**config.mk**
```make
export PLATFORM = sky130hd
export DESIGN_NAME = rlee_mul
export DESIGN_NICKNAME = d
export VERILOG_FILES = /design/src/rtl/core/room_light_effect_engine_core_defines.svh /design/src/rtl/core/rlee_mul.sv
export SDC_FILE = /design/constraint.sdc
export NUM_CORES = 2
export LEC_CHECK = 0
export ABC_AREA = 1
export BUFFER_PORTS_ARGS = -buffer_cell sky130_fd_sc_hd__buf_2
export CORE_MARGIN = 5
export CORE_UTILIZATION = 65
export DETAILED_ROUTE_END_ITERATION = 10
export PLACE_DENSITY_LB_ADDON = 0.25
export SYNTH_ARGS = -nofsm -noshare
export SYNTH_HDL_FRONTEND = slang
export SYNTH_SLANG_ARGS = --single-unit
export TNS_END_PERCENT = 100
```
**constraint.sdc**
```tcl
create_clock -name clock -period 17.5 [get_ports clock]
set_input_delay 1.75 -clock clock [delete_from_list [all_inputs] [get_ports clock]]
set_output_delay 1.75 -clock clock [all_outputs]
set_load 0.01 [all_outputs]
```
**src/rtl/core/room_light_effect_engine_core_defines.svh**
```systemverilog
// Assertion helpers used by the engine core.
`ifndef ROOM_LIGHT_EFFECT_ENGINE_CORE_DEFINES_SVH
`define ROOM_LIGHT_EFFECT_ENGINE_CORE_DEFINES_SVH

// Check a property at every rising clock edge outside reset.
`define RLEE_ASSERT_HOLDS(lbl, clk, rst, prop, msg) \
   lbl: assert property (@(posedge clk) disable iff (rst) (prop)) else $error(msg);

// Check that a condition is followed by another in the next cycle.
`define RLEE_ASSERT_NEXT(lbl, clk, rst, ante, cons, msg) \
   lbl: assert property (@(posedge clk) disable iff (rst) (ante) |=> (cons)) else $error(msg);

`endif

```
**src/rtl/core/rlee_mul.sv**
```systemverilog
module rlee_mul (
   input  logic        clock,
   input  logic [31:0] a,
   input  logic [31:0] b,
   output logic [63:0] p
);
   logic [63:0] p_ff;

   always_ff @(posedge clock) begin
      p_ff <= a * b;
   end

   assign p = p_ff;
endmodule

```
==> summary.txt <==
fin nets: 6,196
utilization after layout: 67.29%
Setup TNS Final: 0 ns
DP Cell Count: 5,726
I/O Buffers: 128
final count of negative-setup-slack endpoints: 0
gpl congestion: 1.011
max reg flops: 64
Area Growth Syn to Fin: 3.208%
launch point of the worst hold path: b[0]
die height: 249.9 um
fin crit share: 47.36%
Initial Util: 65.20%
post-cts sizing count: 0
HP Class: in -> reg
top cells by count, synth: inv_1, nand2_1, fa_1, ha_1, clkbuf_1
ys flop type: dfxtp_1
H-tree levels: 3
critical path arrival: 8.53 ns
Non-Filler Instances: 5,744
post-synth top area share: 47.96%
cell depth of the worst hold path: 3
Max Cap Viol: 0
fmax: 0.1207 GHz
worst-margin pin slew: 0.9503 ns
First DRT Iteration DRCs: 2,103
setup repair bufs after CTS: 0
cts-stage hold buffer count: 0
final hold slack: 2.013 ns
first-pass GRT wire length: 162,500 um
share of cells above drive strength 1: 4.219%
Die X: 249.9 um
Worst setup EP type: flop
hold worst-path end: p[0]$_DFF_P_
Filler cells: 4,964
Total GRT Usage: 32.28%
IO Pins: 129
die area: 62,440 sq um
vias in the first global route: 31,810
Max Transition Viols Final: 0
drc violations: 0
Synthesis Warnings: 0
dominant cells by area after synthesis: fa_1, inv_1, nand2_1
DR WL/cell: 16.96 um
# clock sinks: 64
outcome: completed
drt pass-1 iters: 6
total wire length: 97,430 um
via count: 29,670
CTS root buffer: clkbuf_16
CTS buffer count: 9
pin count of the biggest net entering global routing: 33
Avg Cell Area, Syn: 7.446 sq um
Synth Register Bits: 64
post-DP HPWL: 80,870 um
clock tree buffer depth: 2
RSZ-0062 raised after global routing: no
core footprint: 57,370 sq um
worst rel slew slack: 36.65%
grt total ovfl: 0
cell type with the largest total area after synthesis: fa_1
antenna-violating nets left: 0
critical path's largest stage delay: 0.65 ns
register area share after synthesis: 3.426%
Critical Path Slowest Stage Cell: buf_2
crit path kind: in -> reg
Required @ worst endpoint: 17.74 ns
CTS tree: yes
Post-Syn Instances: 5,023
final hold vios: 0
post-synthesis cell type count: 23
# rows: 88
CP max FO: 32
Synth Cell Area: 37,400 sq um
initial antenna violation count: 0
CP Launch Type: input port
Vias/cell: 5.166
most frequent cell after synthesis: inv_1
Syn Nets: 6,247
Post-synth ARST share: 0%
Post-synth EDFFs: 0
clock transition at the registers of the reported paths: 0.06 ns
min Tclk post-route: 8.288 ns
## metrics by stage
stage | area [sq um] | worst slack (ns)
floorplan | 37400 | 9.936
CTS | 38600 | 9.260
detailed placement | 38290 | 8.898
finish | 38600 | 9.212
global placement | 38290 | 8.942
global route | 38600 | 8.850
## layout make-up
cell class	count	area [sq um]	share of cell area (%)
clock inverters	7	77.57	0.2010
flip-flops and latches	64	1281	3.319
inverters	1735	6513	16.87
well taps	765	957.2	2.480
multi-input cells	3032	28890	74.83
repair buffers	130	655.6	1.698
clock buffers	9	225.2	0.5834
diodes	2	5.005	0.01297
## worst max-delay path by stage
| stage | from | to | slack [ns] |
|---|---|---|---|
| final | a[25] | p[60]$_DFF_P_ | 9.21 |
| after global routing | a[25] | p[60]$_DFF_P_ | 8.85 |
| after CTS | a[25] | p[60]$_DFF_P_ | 9.26 |
| after detailed placement | a[25] | p[60]$_DFF_P_ | 8.90 |
| after global placement | a[25] | p[60]$_DFF_P_ | 8.94 |
| after floorplan | a[25] | p[60]$_DFF_P_ | 9.94 |
## per-layer routing
metal / part of all wire [%] / vias to the layer above / track usage [%]
met3: 7.0 / 320 / 3.679
met4: 4.5 / 0 / 11.76
li1: - / 13510 / -
met2: 51 / 1261 / 57.01
met5: 0 / - / 0
met1: 38 / 14580 / 41.35
## cells by family (layout without fill, tap and decap cells)
group	count (synthesis)	count (layout)	synth area share (%)
flops	64	64	3.426
buf+inv	1927	1881	19.34
other cells	0	2	0
compound gates	57	57	0.8531
xor+xnor	35	35	0.8196
simple gates	1781	1781	18.80
fa+ha+maj	1159	1159	56.76
## worst max-delay path: cells and delay by family
kind            cells  cell delay, ns
fa+ha+maj           9            4.38
buf+inv             7            0.96
simple gates        8            0.91
compound gates      2            0.47
## layout by cell type (no fill, tap or decap)
| master | instances |
|---|---|
| inv_1 | 1723 |
| nand2_1 | 1566 |
| fa_1 | 896 |
| ha_1 | 263 |
| buf_2 | 128 |
| nor2_1 | 81 |
| dfxtp_1 | 64 |
| nand3_1 | 56 |
| a21oi_1 | 43 |
| xor2_1 | 33 |
| nand4_1 | 16 |
| nand2_2 | 15 |
| nor2_2 | 14 |
| inv_2 | 12 |
| nor3_1 | 11 |
| o21bai_1 | 11 |
| nand3_2 | 9 |
| clkbuf_16 | 9 |
| nor2_4 | 6 |
| nor3_2 | 6 |
| inv_6 | 3 |
| diode_2 | 2 |
| o21ai_0 | 2 |
| xnor2_1 | 2 |
| buf_4 | 2 |
| nor3_4 | 1 |
| o21bai_2 | 1 |
| clkinv_2 | 1 |
| clkinvlp_4 | 1 |
| bufinv_16 | 1 |
| clkinv_4 | 1 |
Power is not shown: default switching activity piles up to over one toggle a cycle in this logic, so the estimate is an artifact.
